File: config.mk
export PLATFORM = sky130hd
export DESIGN_NAME = selective_repeat_sender_window
export DESIGN_NICKNAME = d
export VERILOG_FILES = /design/src/rtl/srsw_pkg.sv /design/src/rtl/srsw_timer_ram.sv /design/src/rtl/selective_repeat_sender_window.sv
export SDC_FILE = /design/constraint.sdc
export NUM_CORES = 1
export LEC_CHECK = 0
export ABC_AREA = 1
export BUFFER_PORTS_ARGS = -buffer_cell sky130_fd_sc_hd__buf_2
export CAP_MARGIN = 10
export CORE_MARGIN = 3
export CORE_UTILIZATION = 45
export DETAILED_ROUTE_END_ITERATION = 8
export GPL_ROUTABILITY_DRIVEN = 0
export MAX_ROUTING_LAYER = met4
export PLACE_DENSITY = 0.68
export SLEW_MARGIN = 20
export SYNTH_ARGS = -nofsm -noshare
export SYNTH_HDL_FRONTEND = slang
export SYNTH_SLANG_ARGS = --single-unit
File: constraint.sdc
create_clock -name i_clk -period 6.09 [get_ports i_clk]
set_clock_uncertainty 0.1 [all_clocks]
set_input_delay 1.218 -clock i_clk [delete_from_list [all_inputs] [get_ports i_clk]]
set_output_delay 1.218 -clock i_clk [all_outputs]
set_load 0.01 [all_outputs]
File: src/rtl/srsw_pkg.sv
`default_nettype none

package srsw_pkg;

    // Fixed field widths
    localparam int OPCODE_W   = 2;
    localparam int ACK_SEQ_W  = 8;
    localparam int COUNT_W    = 24;
    localparam int TIMER_W    = 16;
    localparam int SEQ_W      = 4;
    localparam int INDEX_W    = 24;
    localparam int END_W      = 5;
    localparam int BASE_IDX_W = 25;

    // Stream and config port widths
    localparam int S_TDATA_W  = 8;
    localparam int M_TDATA_W  = 40;
    localparam int CFG_ADDR_W = 1;
    localparam int CFG_DATA_W = 24;

    localparam logic [TIMER_W-1:0] TIMEOUT_RESET = 16'd20;

    typedef enum logic [OPCODE_W-1:0] {
        OP_START = 2'd0,
        OP_ACK   = 2'd1,
        OP_TICK  = 2'd2
    } t_opcode;

    typedef enum logic [CFG_ADDR_W-1:0] {
        REG_PACKET_COUNT  = 1'b0,
        REG_TIMEOUT_TICKS = 1'b1
    } t_cfg_reg;

    typedef enum logic {
        KIND_SEND = 1'b0,
        KIND_END  = 1'b1
    } t_kind;

endpackage

`default_nettype wire

File: src/rtl/srsw_timer_ram.sv
`default_nettype none

// Per-sequence-number wait timers: one write port, one registered read port.
module srsw_timer_ram
    import srsw_pkg::*;
#(
    parameter int DEPTH = 16,
    parameter int AW    = 4
) (
    input  wire logic               i_clk,
    input  wire logic               i_wr_en,
    input  wire logic [AW-1:0]      i_wr_addr,
    input  wire logic [TIMER_W-1:0] i_wr_data,
    input  wire logic [AW-1:0]      i_rd_addr,
    output logic      [TIMER_W-1:0] o_rd_data
);

    logic [TIMER_W-1:0] r_mem [DEPTH];

    always_ff @(posedge i_clk) begin
        if (i_wr_en) begin
            r_mem[i_wr_addr] <= i_wr_data;
        end
    end

    always_ff @(posedge i_clk) begin
        o_rd_data <= r_mem[i_rd_addr];
    end

endmodule

`default_nettype wire

File: src/rtl/selective_repeat_sender_window.sv
`default_nettype none

// Selective-repeat ARQ sender window. Start and ack items are handled in idle.
// A tick is run by a small sequencer around one timer incrementer/comparator:
// it slides past acknowledged entries (at most WINDOW), stops the slide, makes
// the end check, then walks the window entries for aging and send requests,
// closes the walk and releases the final result. The input is held until the
// tick is through; a tick that ends the run goes from the end check to the end
// result. Result-side stalls lengthen both.
// Timers live in a RAM with a registered read and per-entry valid flags, so a
// start clears everything through the flags, with no clearing pass.
module selective_repeat_sender_window
    import srsw_pkg::*;
#(
    parameter int SEQ_SPACE = 16,
    parameter int WINDOW    = 8
) (
    input  wire logic                  i_clk,
    input  wire logic                  i_rst_n,
    // tdata: ack_seq[7:0]
    input  wire logic [S_TDATA_W-1:0]  i_s_axis_tdata,
    // tuser: opcode[1:0]
    input  wire logic [OPCODE_W-1:0]   i_s_axis_tuser,
    input  wire logic                  i_s_axis_tvalid,
    output logic                       o_s_axis_tready,
    // tdata: seq[3:0], packet_index[27:4], end_marker[32:28], zero pad[39:33]
    output logic      [M_TDATA_W-1:0]  o_m_axis_tdata,
    // tuser: kind[0]
    output logic                       o_m_axis_tuser,
    output logic                       o_m_axis_tlast,
    output logic                       o_m_axis_tvalid,
    input  wire logic                  i_m_axis_tready,
    input  wire logic                  i_cfg_we,
    input  wire logic [CFG_ADDR_W-1:0] i_cfg_addr,
    input  wire logic [CFG_DATA_W-1:0] i_cfg_wdata
);

    localparam int SW = $clog2(SEQ_SPACE);
    localparam int CW = $clog2(WINDOW + 1);
    localparam int EW = SW + 1;
    localparam int PAD_W = M_TDATA_W - SEQ_W - INDEX_W - END_W;

    typedef enum logic [2:0] {
        S_IDLE,
        S_SLIDE,
        S_CHECK,
        S_WALK,
        S_FLUSH,
        S_END
    } t_state;

    t_state               r_state;
    logic [COUNT_W-1:0]   r_packet_count;
    logic [TIMER_W-1:0]   r_timeout_ticks;
    logic [SEQ_SPACE-1:0] r_acked;
    logic [SEQ_SPACE-1:0] r_sent;
    logic [SEQ_SPACE-1:0] r_tvalid;
    logic [SW-1:0]        r_base_seq;
    logic [BASE_IDX_W-1:0] r_base_idx;
    logic                 r_finished;
    logic [SW-1:0]        r_slot;
    logic [SW-1:0]        n_slot;
    logic [CW-1:0]        r_cnt;
    logic [BASE_IDX_W-1:0] r_idx;

    logic                 r_pend_valid;
    logic [SW-1:0]        r_pend_slot;
    logic [INDEX_W-1:0]   r_pend_idx;

    logic                 r_out_valid;
    t_kind                r_out_kind;
    logic [SEQ_W-1:0]     r_out_seq;
    logic [INDEX_W-1:0]   r_out_idx;
    logic [END_W-1:0]     r_out_end;
    logic                 r_out_last;

    logic [TIMER_W-1:0]   w_timer_q;
    logic [SW-1:0]        w_slot_inc;
    logic                 w_in_accept;
    t_opcode              w_op;
    logic                 w_slide_step;
    logic                 w_walk_end;
    logic                 w_in_range;
    logic [TIMER_W-1:0]   w_tmr;
    logic [TIMER_W-1:0]   w_tnext;
    logic                 w_age;
    logic                 w_timeout;
    logic                 w_emit;
    logic                 w_out_free;
    logic                 w_stall;
    logic                 w_walk_go;
    logic                 w_tmr_we;
    logic                 w_out_load;
    logic [EW-1:0]        w_end_sum;

    assign w_in_accept = i_s_axis_tvalid && o_s_axis_tready;
    assign w_op        = t_opcode'(i_s_axis_tuser);
    assign w_slot_inc  = (r_slot == SW'(SEQ_SPACE - 1)) ? '0 : r_slot + 1'b1;

    assign w_slide_step = (r_cnt != CW'(WINDOW)) && r_acked[r_slot];
    assign w_walk_end   = (r_cnt == CW'(WINDOW));

    // Shared per-entry unit: index compare, timer increment and timeout compare
    assign w_in_range = r_idx < {1'b0, r_packet_count};
    assign w_tmr      = r_tvalid[r_slot] ? w_timer_q : '0;
    assign w_tnext    = w_tmr + 1'b1;
    assign w_age      = w_in_range && !r_acked[r_slot];
    assign w_timeout  = w_age && (w_tnext >= r_timeout_ticks);
    assign w_emit     = w_in_range && !(r_sent[r_slot] && !w_timeout);

    assign w_out_free = !r_out_valid || i_m_axis_tready;
    assign w_stall    = w_emit && r_pend_valid && !w_out_free;
    assign w_walk_go  = (r_state == S_WALK) && !w_walk_end && !w_stall;
    assign w_tmr_we   = w_walk_go && !w_emit && w_age;

    // Output register is loaded this cycle
    assign w_out_load = (w_walk_go && w_emit && r_pend_valid)
                     || ((r_state == S_FLUSH) && r_pend_valid && w_out_free)
                     || ((r_state == S_END) && w_out_free);

    assign w_end_sum  = {1'b0, r_base_seq} + 1'b1;

    // Read address is the next slot so timer data lines up with r_slot
    always_comb begin
        case (r_state)
            S_IDLE:  n_slot = r_base_seq;
            S_SLIDE: n_slot = w_slide_step ? w_slot_inc : r_slot;
            S_WALK:  n_slot = w_walk_go ? w_slot_inc : r_slot;
            default: n_slot = r_slot;
        endcase
    end

    srsw_timer_ram #(
        .DEPTH (SEQ_SPACE),
        .AW    (SW)
    ) u_timer_ram (
        .i_clk     (i_clk),
        .i_wr_en   (w_tmr_we),
        .i_wr_addr (r_slot),
        .i_wr_data (w_tnext),
        .i_rd_addr (n_slot),
        .o_rd_data (w_timer_q)
    );

    always_ff @(posedge i_clk) begin
        if (!i_rst_n) begin
            r_state         <= S_IDLE;
            r_packet_count  <= '0;
            r_timeout_ticks <= TIMEOUT_RESET;
            r_acked         <= '0;
            r_sent          <= '0;
            r_tvalid        <= '0;
            r_base_seq      <= '0;
            r_base_idx      <= '0;
            r_finished      <= 1'b0;
            r_pend_valid    <= 1'b0;
            r_out_valid     <= 1'b0;
        end else begin
            r_slot <= n_slot;
            if (w_out_load) begin
                r_out_valid <= 1'b1;
            end else if (i_m_axis_tready) begin
                r_out_valid <= 1'b0;
            end

            if (i_cfg_we) begin
                case (t_cfg_reg'(i_cfg_addr))
                    REG_PACKET_COUNT:  r_packet_count  <= i_cfg_wdata[COUNT_W-1:0];
                    REG_TIMEOUT_TICKS: r_timeout_ticks <= i_cfg_wdata[TIMER_W-1:0];
                    default: ;
                endcase
            end

            case (r_state)
                S_IDLE: begin
                    r_cnt <= '0;
                    if (w_in_accept) begin
                        case (w_op)
                            OP_START: begin
                                r_acked    <= '0;
                                r_sent     <= '0;
                                r_tvalid   <= '0;
                                r_base_seq <= '0;
                                r_base_idx <= '0;
                                r_finished <= 1'b0;
                            end
                            OP_ACK: begin
                                if (!r_finished &&
                                    ({1'b0, i_s_axis_tdata} < (ACK_SEQ_W + 1)'(SEQ_SPACE))) begin
                                    r_acked[i_s_axis_tdata[SW-1:0]] <= 1'b1;
                                end
                            end
                            OP_TICK: begin
                                if (!r_finished) begin
                                    r_state <= S_SLIDE;
                                end
                            end
                            default: ;
                        endcase
                    end
                end

                S_SLIDE: begin
                    if (w_slide_step) begin
                        r_acked[r_slot]  <= 1'b0;
                        r_sent[r_slot]   <= 1'b0;
                        r_tvalid[r_slot] <= 1'b0;
                        r_cnt            <= r_cnt + 1'b1;
                        r_base_idx       <= r_base_idx + 1'b1;
                    end else begin
                        r_base_seq <= r_slot;
                        r_state    <= S_CHECK;
                    end
                end

                S_CHECK: begin
                    r_cnt <= '0;
                    r_idx <= r_base_idx;
                    if (r_base_idx >= {1'b0, r_packet_count}) begin
                        r_state <= S_END;
                    end else begin
                        r_state <= S_WALK;
                    end
                end

                S_WALK: begin
                    if (w_walk_end) begin
                        r_state <= S_FLUSH;
                    end else if (!w_stall) begin
                        if (w_emit) begin
                            r_sent[r_slot]   <= 1'b1;
                            r_tvalid[r_slot] <= 1'b0;
                            // previous send request is known not to be last
                            if (r_pend_valid) begin
                                r_out_kind  <= KIND_SEND;
                                r_out_seq   <= SEQ_W'(r_pend_slot);
                                r_out_idx   <= r_pend_idx;
                                r_out_end   <= '0;
                                r_out_last  <= 1'b0;
                            end
                            r_pend_valid <= 1'b1;
                            r_pend_slot  <= r_slot;
                            r_pend_idx   <= r_idx[INDEX_W-1:0];
                        end else if (w_age) begin
                            r_tvalid[r_slot] <= 1'b1;
                        end
                        r_cnt <= r_cnt + 1'b1;
                        r_idx <= r_idx + 1'b1;
                    end
                end

                S_FLUSH: begin
                    if (!r_pend_valid) begin
                        r_state <= S_IDLE;
                    end else if (w_out_free) begin
                        r_out_kind   <= KIND_SEND;
                        r_out_seq    <= SEQ_W'(r_pend_slot);
                        r_out_idx    <= r_pend_idx;
                        r_out_end    <= '0;
                        r_out_last   <= 1'b1;
                        r_pend_valid <= 1'b0;
                        r_state      <= S_IDLE;
                    end
                end

                S_END: begin
                    if (w_out_free) begin
                        r_out_kind  <= KIND_END;
                        r_out_seq   <= '0;
                        r_out_idx   <= '0;
                        r_out_end   <= END_W'(w_end_sum);
                        r_out_last  <= 1'b1;
                        r_finished  <= 1'b1;
                        r_state     <= S_IDLE;
                    end
                end

                default: r_state <= S_IDLE;
            endcase
        end
    end

    assign o_s_axis_tready = (r_state == S_IDLE);
    assign o_m_axis_tvalid = r_out_valid;
    assign o_m_axis_tuser  = r_out_kind;
    assign o_m_axis_tlast  = r_out_last;
    assign o_m_axis_tdata  = {{PAD_W{1'b0}}, r_out_end, r_out_idx, r_out_seq};

    // A held send request never survives into idle
    a_pend_empty_idle: assert property (@(posedge i_clk) disable iff (!i_rst_n)
        (r_state == S_IDLE) |-> !r_pend_valid)
        else $error("pending send request left over after tick");

    // Finishing always loads the end result
    a_finish_emits_end: assert property (@(posedge i_clk) disable iff (!i_rst_n)
        $rose(r_finished) |-> (r_out_valid && r_out_kind == KIND_END && r_out_last))
        else $error("finished set without end result");

    // No aging or sending once the transfer is finished
    a_no_walk_finished: assert property (@(posedge i_clk) disable iff (!i_rst_n)
        (r_state == S_WALK || r_state == S_SLIDE) |-> !r_finished)
        else $error("tick work while finished");

    // Walk counter stays within the window
    a_cnt_bound: assert property (@(posedge i_clk) disable iff (!i_rst_n)
        (r_state == S_SLIDE || r_state == S_WALK) |-> (r_cnt <= CW'(WINDOW)))
        else $error("window counter overrun");

    // Slot pointer stays inside the sequence space
    a_slot_bound: assert property (@(posedge i_clk) disable iff (!i_rst_n)
        (r_state == S_WALK) |-> ({1'b0, r_slot} < (SW + 1)'(SEQ_SPACE)))
        else $error("slot pointer out of range");

endmodule

`default_nettype wire

-- Word level (Yosys, flattened, before mapping)
Memory sizes are Yosys's and may differ from the RTL's. A register that Yosys moved wholly into a read port is not among the register bits.
Index checks and enable logic that the tools add are counted.
- register bits: 219
- latch bits: 0
- memory bits (writable): 256
- ROM bits: 0
- bits of input ports: 40
- output and inout bits: 44
- word-level logic and storage cells: 236
- memories: 1
- memories (memory ; words ; bits a word ; read ports ; clocked after memory_dff ; wr ports ; line ; source):
    u_timer_ram.r_mem ; 16 ; 16 ; 1 ; 1 ; 1 ; srsw_timer_ram.sv:18 ; logic [TIMER_W-1:0] r_mem [DEPTH];
- add/subtract/negate cells: 6
- multipliers: 0
- divide/modulo/power cells: 0
- $lt $le $gt $ge: 8
- equality and inequality tests: 27
- shift-type cells: 0
- mux-type cells: 105
- bitwise logic cells: 10
- reduce and logical (&&, ||, !) cells: 58
- operators by type and width (kind ; count):
    2-to-1 mux 16 bit ; 15
    2-to-1 mux 24 bit ; 7
    2-to-1 mux 25 bit ; 5
    one-hot mux 25 bit (2 select lines) ; 2
    one-hot mux 16 bit (3 select lines) ; 2
    one-hot mux 24 bit (3 select lines) ; 1
    2-to-1 mux 4 bit ; 16
    one-hot mux 16 bit (2 select lines) ; 2
    adder 25 x 1 -> 25 bit (second input constant) ; 2
    bitwise AND 16 bit ; 3
    OR 16 bit ; 3
    one-hot mux 4 bit (3 select lines) ; 3
    2-to-1 mux 5 bit ; 7
    >= comparator 25 x 24 -> 1 bit ; 1
    less-than comparator 25 x 24 -> 1 bit ; 1
    2-to-1 mux 1 bit ; 25
    2-to-1 mux 3 bit ; 8
    != test 2 bit (second input constant) ; 11
    AND reduction 7 bit ; 3
    logical AND 1 bit ; 20
    AND reduction 4 bit ; 5
    AND reduction 5 bit ; 4
    one-hot mux 3 bit (6 select lines) ; 1
    adder 16 x 1 -> 16 bit (second input constant) ; 1
    33 further kinds ; 66

-- Depth between registers and ports, before layout
- depth after elaboration: 19
- depth in mapped cells: 44

-- Modules after synthesis
From an unflattened synthesis, not the netlist that was laid out.
- cell total of the unflattened synthesis: 2821
- area, all modules: 24564.8 um^2
- by module, submodules not included (module ; times used ; cells each ; area each (um^2) ; sequential area each (um^2)):
    selective_repeat_sender_window ; 1 ; 1747 ; 13176.4 ; 5345.1
    srsw_timer_ram ; 1 ; 1074 ; 11388.4 ; 8007.7

-- Least setup slack after synthesis
OpenSTA, ideal clock, no wires.
- kind: flip-flop to flip-flop
- start point: reg r_slot[0]
- end point: reg r_idx[0], enable pin
- arrival time: 5.890 ns
- required time: 5.544 ns
- slack: -0.346 ns
- stages on the path, launching flop included: 33
- buffers on the path: 2
- clock period less this slack: 6.436 ns
- cells stage by stage: edfxtp_1 -> buf_6 -> clkinv_2 -> buf_2 -> nor2_1 -> o21ai_1 -> nand2_1 -> nand2_1 -> inv_2 -> nand2_4 -> nand2_2 -> inv_1 -> ha_1 -> nand3_2 -> nor2_2 -> nand4_1 -> nor2_1 -> nand2_1 -> nor2_2 -> nand3_1 -> xor2_1 -> ha_1 -> nand2_1 -> inv_1 -> o21ai_0 -> nand2_1 -> nor2_1 -> nand3_1 -> nand3_1 -> nand2_2 -> nand2_2 -> nand2_1 -> a21boi_0
- cells in the longest elaborated chain, start to end: 14
- elaborated cells between the ends (all ways): 20
- those cells by class: add/sub: 1; order compare: 1; eq/ne: 1; mux: 7; reduce/logical: 10
- ends and longest elaborated chain (what ; line ; source):
    from (decl) ; selective_repeat_sender_window.sv:61 ; logic [SW-1:0] r_slot;
    from (signal assigned) ; selective_repeat_sender_window.sv:159 ; r_slot <= n_slot;
    binary-select mux 1 bit (select 4 bit) ; selective_repeat_sender_window.sv:105 ; assign w_tmr = r_tvalid[r_slot] ? w_timer_q : '0;
    2-to-1 mux 1 bit (implied by the code) ; selective_repeat_sender_window.sv:105 ;
    2-to-1 mux 16 bit ; selective_repeat_sender_window.sv:105 ;
    adder 16 x 1 -> 16 bit ; selective_repeat_sender_window.sv:106 ; assign w_tnext = w_tmr + 1'b1;
    via u_timer_ram.i_wr_data[0] ; srsw_timer_ram.sv:13 ; input wire logic [TIMER_W-1:0] i_wr_data,
    >= comparator 16 bit ; selective_repeat_sender_window.sv:108 ; assign w_timeout = w_age && (w_tnext >= r_timeout_ticks);
    logical AND 1 bit ; selective_repeat_sender_window.sv:108 ;
    zero test 1 bit ; selective_repeat_sender_window.sv:109 ; assign w_emit = w_in_range && !(r_sent[r_slot] && !w_timeout);
    logical AND 1 bit ; selective_repeat_sender_window.sv:109 ;
    zero test 1 bit ; selective_repeat_sender_window.sv:109 ;
    logical AND 1 bit ; selective_repeat_sender_window.sv:109 ;
    logical AND 1 bit (2 in series) ; selective_repeat_sender_window.sv:112 ; assign w_stall = w_emit && r_pend_valid && !w_out_free;
    != test 2 bit (no source line) ; n/a ;
    AND reduction 4 bit (no source line) ; n/a ;
    to (signal assigned) ; selective_repeat_sender_window.sv:218 ; r_idx <= r_base_idx;
    to (signal assigned) ; selective_repeat_sender_window.sv:248 ; r_idx <= r_idx + 1'b1;
    to (decl) ; selective_repeat_sender_window.sv:64 ; logic [BASE_IDX_W-1:0] r_idx;
The timed path passes the listed nets, and every way through them passes these cells. The select of a mux whose other input is x is not followed.
A chain may end at the register's enable or synchronous reset.

-- Worst setup path in the final report
- start point: reg r_slot[0]
- end point: reg u_timer_ram.o_rd_data[5], read port of u_timer_ram.r_mem
- cells in the longest elaborated chain, start to end: 16
- elaborated cells between the ends (all ways): 27
- those cells by class: add/sub: 2; order compare: 1; eq/ne: 1; mux: 11; reduce/logical: 12
- ends and longest elaborated chain (what ; line ; source):
    binary-select mux 1 bit (select 4 bit) ; selective_repeat_sender_window.sv:105 ;
    2-to-1 mux 1 bit (implied by the code) ; selective_repeat_sender_window.sv:105 ;
    2-to-1 mux 16 bit ; selective_repeat_sender_window.sv:105 ;
    adder 16 x 1 -> 16 bit ; selective_repeat_sender_window.sv:106 ;
    via u_timer_ram.i_wr_data[14] ; srsw_timer_ram.sv:13 ;
    >= comparator 16 bit ; selective_repeat_sender_window.sv:108 ;
    logical AND 1 bit ; selective_repeat_sender_window.sv:108 ;
    zero test 1 bit ; selective_repeat_sender_window.sv:109 ;
    logical AND 1 bit ; selective_repeat_sender_window.sv:109 ;
    zero test 1 bit ; selective_repeat_sender_window.sv:109 ;
    logical AND 1 bit ; selective_repeat_sender_window.sv:109 ;
    logical AND 1 bit (2 in series) ; selective_repeat_sender_window.sv:112 ;
    zero test 1 bit ; n/a ;
    logical AND 1 bit ; selective_repeat_sender_window.sv:113 ; assign w_walk_go = (r_state == S_WALK) && !w_walk_end && !w_stall;
    2-to-1 mux 4 bit ; selective_repeat_sender_window.sv:128 ; S_WALK: n_slot = w_walk_go ? w_slot_inc : r_slot;
    one-hot mux 4 bit (3 select lines) ; selective_repeat_sender_window.sv:125 ; case (r_state)
    to (decl) ; srsw_timer_ram.sv:15 ; output logic [TIMER_W-1:0] o_rd_data
The timed path passes the listed nets, and every way through them passes these cells. The select of a mux whose other input is x is not followed.

==> results.txt <==
- In the final routed layout, each cell accounts on average for approximately 18 um.
- Overflow after GRT: 0
- A synthesized cell averages between 9 and 10 um^2.
* Synth top cells by count: sky130_fd_sc_hd__nand2_1, sky130_fd_sc_hd__inv_1, sky130_fd_sc_hd__edfxtp_1, sky130_fd_sc_hd__nand3_1, sky130_fd_sc_hd__nor2_1
- Endpoint type of the worst setup path: register
* DR pass1 iterations: 5
- In the synthesized netlist the dominant register cell turns out to be sky130_fd_sc_hd__edfxtp_1.
* Cell leakage power: between 10 and 15 nW
* Half-perimeter wire length after detailed placement: about 40,000 um
* Slowest Stage Delay on Critical Path: between 0.4 and 0.5 ns
* Kind of start point of the critical path: register
- The worst path needs ~5.6 ns of the cycle, external delays included.
- The finished cells cover 27,100 um^2.
* Initial standard-cell utilization of the core: a little under half
- Summed over all instances, the cell type with the most area after synthesis is sky130_fd_sc_hd__edfxtp_1.
- Once detail routing completed, the nets flagged for antenna violations numbered 0.
- Clock H-tree levels: 2
- Via count of the first global-routing pass: 17,872
- Global-route wire length before repair: ~96,000 um
* CP bufs+invs: 5
- Achievable frequency: 178 MHz
* Seq/Total Area, Yosys: between 50% and 60%
- Max-slew violations: 0
- Core Area: about 52,000 um^2
* Vias after detailed routing: 18,634
- Worst EP required: roughly 6.5 ns
- Setup violations remaining at the end of the flow were counted as 0.
* Initial drt markers: around 1,900
- Antenna violations before repair: 1
* Total Power: ~0.0082 W
* Hold Path Class: reg -> reg
* Startpoint-to-endpoint class of the critical path: reg -> reg
- The final count of hold timing violations came to 0.
- The clock net in this run drives a total of a little under 500 sinks.
* Post-route insts no fill: 3,413
* Total Routing Usage GR: around 22%
- For this run, design rule violations remaining after detail routing come to 0.
- Cell with the largest stage delay on the worst path: sky130_fd_sc_hd__edfxtp_1
- Once placement completed, the tool counted placed cells totaling about 3,300.
- Of the available clock period, the critical path in the final layout requires approximately 92%.
- The die is approximately 240 um wide.
- Cell Area, Synth: between 20,000 and 25,000 um^2
* Clock Root Buffer: sky130_fd_sc_hd__clkbuf_16
* # rows: 83
- VDD sags by at most just under 0.0002 V.
* Overall die area: between 50,000 and 60,000 um^2
- Arrival time worst endpoint: approximately 6 ns
- Wires add up to 62,700 um.
* Largest fanout on the critical path: 32
- After clock tree synthesis, the clock-pin slew on the worst setup and hold paths is 0.06 ns.
- PwrDens: 304 nW/um^2
- # IOs: 84
- Maximum number of pins on one net before global-route repair: between 100 and 150
- The die is approximately 240 um tall.
- Post-synthesis async set-or-reset flop share: 0%
- In the final design database the tool counted between 2,000 and 3,000 nets.
- TritonCTS built the clock tree.
- Post-synthesis instance total: approximately 2,600
- Port-buffer cells: between 70 and 80
* Fraction of final layout cells with drive strength greater than 1: 11.0%
- Most repeated cell in the gate-level netlist after synthesis: sky130_fd_sc_hd__nand2_1
* Area share of the leading cell type in the synthesized netlist: between 40% and 50%
- Setup Slack @ Placement: -0.321 ns
- Mean number of vias per cell: ~5.5
* Remaining max-slew budget at the tightest pin: a little under two fifths
- Result of the run: complete, no violations
* Post-synth EDFFs: between 300 and 400
- Count of yosys warnings during synthesis: 0
- Final Hold Slack: about 0.36 ns
* Synthesis-to-finish area growth: 13.4%
- After detailed placement, the total cell area comes to around 25,000 um^2.
- Library cells used by synthesis: 56
- Leading post-synthesis cells by cell area: sky130_fd_sc_hd__edfxtp_1, sky130_fd_sc_hd__dfxtp_1, sky130_fd_sc_hd__nand2_1, sky130_fd_sc_hd__nand3_1, sky130_fd_sc_hd__inv_1
- Counting flops and latches in the post-synthesis netlist gives between 400 and 500.
- For the worst-skew pair, the clock arrives at the later sink with an insertion delay of approximately 0.62 ns.
- Slew at the pin with the worst max-slew slack: between 0.9 and 1 ns
- After layout, the worst setup slack is between 0.4 and 0.5 ns.
* CTS buffer count: 52
- Across the run, the number of max-cap violations was 0.
* Dominant delay contributor by cell family on the critical path: simple AND/OR/NAND/NOR gates
- In this run the deepest clock path goes through 3 buffers.
- Setup repair after global routing missed its margin: no
- Post-CTS Hold Buffers: 0
per-layer routing:
layer  global-route usage (%)  vias to the layer above  wire, um
met5                        -                        -         0
met4                     8.43                        0      2080
met3                     2.83                      154      4760
met2                     35.3                      792     29300
met1                     28.8                     8774     26500
li1                         -                     8914         -
cell usage in the layout (no fill, tap or decap), types with 8 or more instances in the layout:
master                      count
sky130_fd_sc_hd__dfxtp_1      139
sky130_fd_sc_hd__xnor2_1        8
sky130_fd_sc_hd__nor3_1        17
sky130_fd_sc_hd__nor2_2        29
sky130_fd_sc_hd__nand4_1       17
sky130_fd_sc_hd__buf_2         76
sky130_fd_sc_hd__buf_4         50
sky130_fd_sc_hd__clkbuf_1      14
sky130_fd_sc_hd__xor2_1        14
sky130_fd_sc_hd__nor2_1       140
sky130_fd_sc_hd__bufinv_16      9
sky130_fd_sc_hd__o31ai_1        9
sky130_fd_sc_hd__inv_1        405
sky130_fd_sc_hd__o21ai_1        8
sky130_fd_sc_hd__a31o_2         8
sky130_fd_sc_hd__inv_2         16
sky130_fd_sc_hd__nand2_1      446
sky130_fd_sc_hd__edfxtp_1     352
sky130_fd_sc_hd__and3_1         8
sky130_fd_sc_hd__nand3b_1      98
sky130_fd_sc_hd__clkbuf_16     55
sky130_fd_sc_hd__ha_1          73
sky130_fd_sc_hd__nand3_1      317
sky130_fd_sc_hd__o21ai_0      137
sky130_fd_sc_hd__a21oi_1      148
sky130_fd_sc_hd__nor4_1        11
sky130_fd_sc_hd__a211oi_1       8
sky130_fd_sc_hd__o211ai_1      21
flip-flops by register name (all words and copies together), names as in the netlist, 5 cells and up:
register / cells
r_timeout_ticks: 16
r_base_idx: 25
r_tvalid: 16
r_out_end: 5
r_acked: 16
r_idx: 25
u_timer_ram.o_rd_data: 16
r_sent: 16
r_out_idx: 24
r_pend_idx: 24
r_packet_count: 24
u_timer_ram.r_mem: 256
cell families after synthesis:
logic type               synth area share, %
XOR/XNOR                               0.915
flip-flops                              55.8
AO/OA/AOI/OAI                           8.59
other                                 0.0157
adder cells (fa/ha/maj)                 3.82
buffers and inverters                   9.21
AND/OR/NAND/NOR                         21.6
timing repair:
item | in CTS | in global routing
buffers inserted | 0 | 4
cloned | 0 | 6
gates resized for setup | 3 | 9
endpoints found under the setup margin | 348 | 359
pin swaps | 0 | 3
stage by stage:
step	utilization (%)	setup TNS, ns
floorplan	-	0
global placement	48.3	-1.25
detailed placement	48.4	-21.08
CTS	51.9	0
global route	52.3	0
finish	52.3	0
tightest hold or removal path, delay by kind of cell (launching register included):
family                 cells  cell delay, ns
flip-flops                 1            0.30
buffers and inverters      1            0.06
AO/OA/AOI/OAI              1            0.06
final cells by class:
type	instances	area [um^2]
clock buffer	69	1400
multi-input combinational	1583	8560
clock inverter	29	410
timing repair buffer	136	968
tap	680	851
inverter	424	1590
antenna	1	2.50
fill	4595	24800
sequential	491	13400
final timing paths:
check | start | to | slack, ns | cells past startpoint
worst max-delay path | r_slot[0]$_DFFE_PP_ | u_timer_ram.o_rd_data[5]$_DFF_P_ | 0.47 | 38
worst min-delay path | r_timeout_ticks[6]$_SDFFE_PN0P_ | r_timeout_ticks[6]$_SDFFE_PN0P_ | 0.36 | 2
worst max register to register | r_slot[0]$_DFFE_PP_ | u_timer_ram.o_rd_data[5]$_DFF_P_ | 0.47 | 38
worst min register to register | r_timeout_ticks[6]$_SDFFE_PN0P_ | r_timeout_ticks[6]$_SDFFE_PN0P_ | 0.36 | 2
where the power goes:
group | leakage [nW] | switching [W] | internal, W
logic | 5.89 | 0.000790 | 0.000333
registers | 4.36 | 0.0000657 | 0.00373
clock network | 0.860 | 0.00133 | 0.00200
total | 11.1 | 0.00219 | 0.00606
Note: power is estimated with default switching activity, not from simulation.
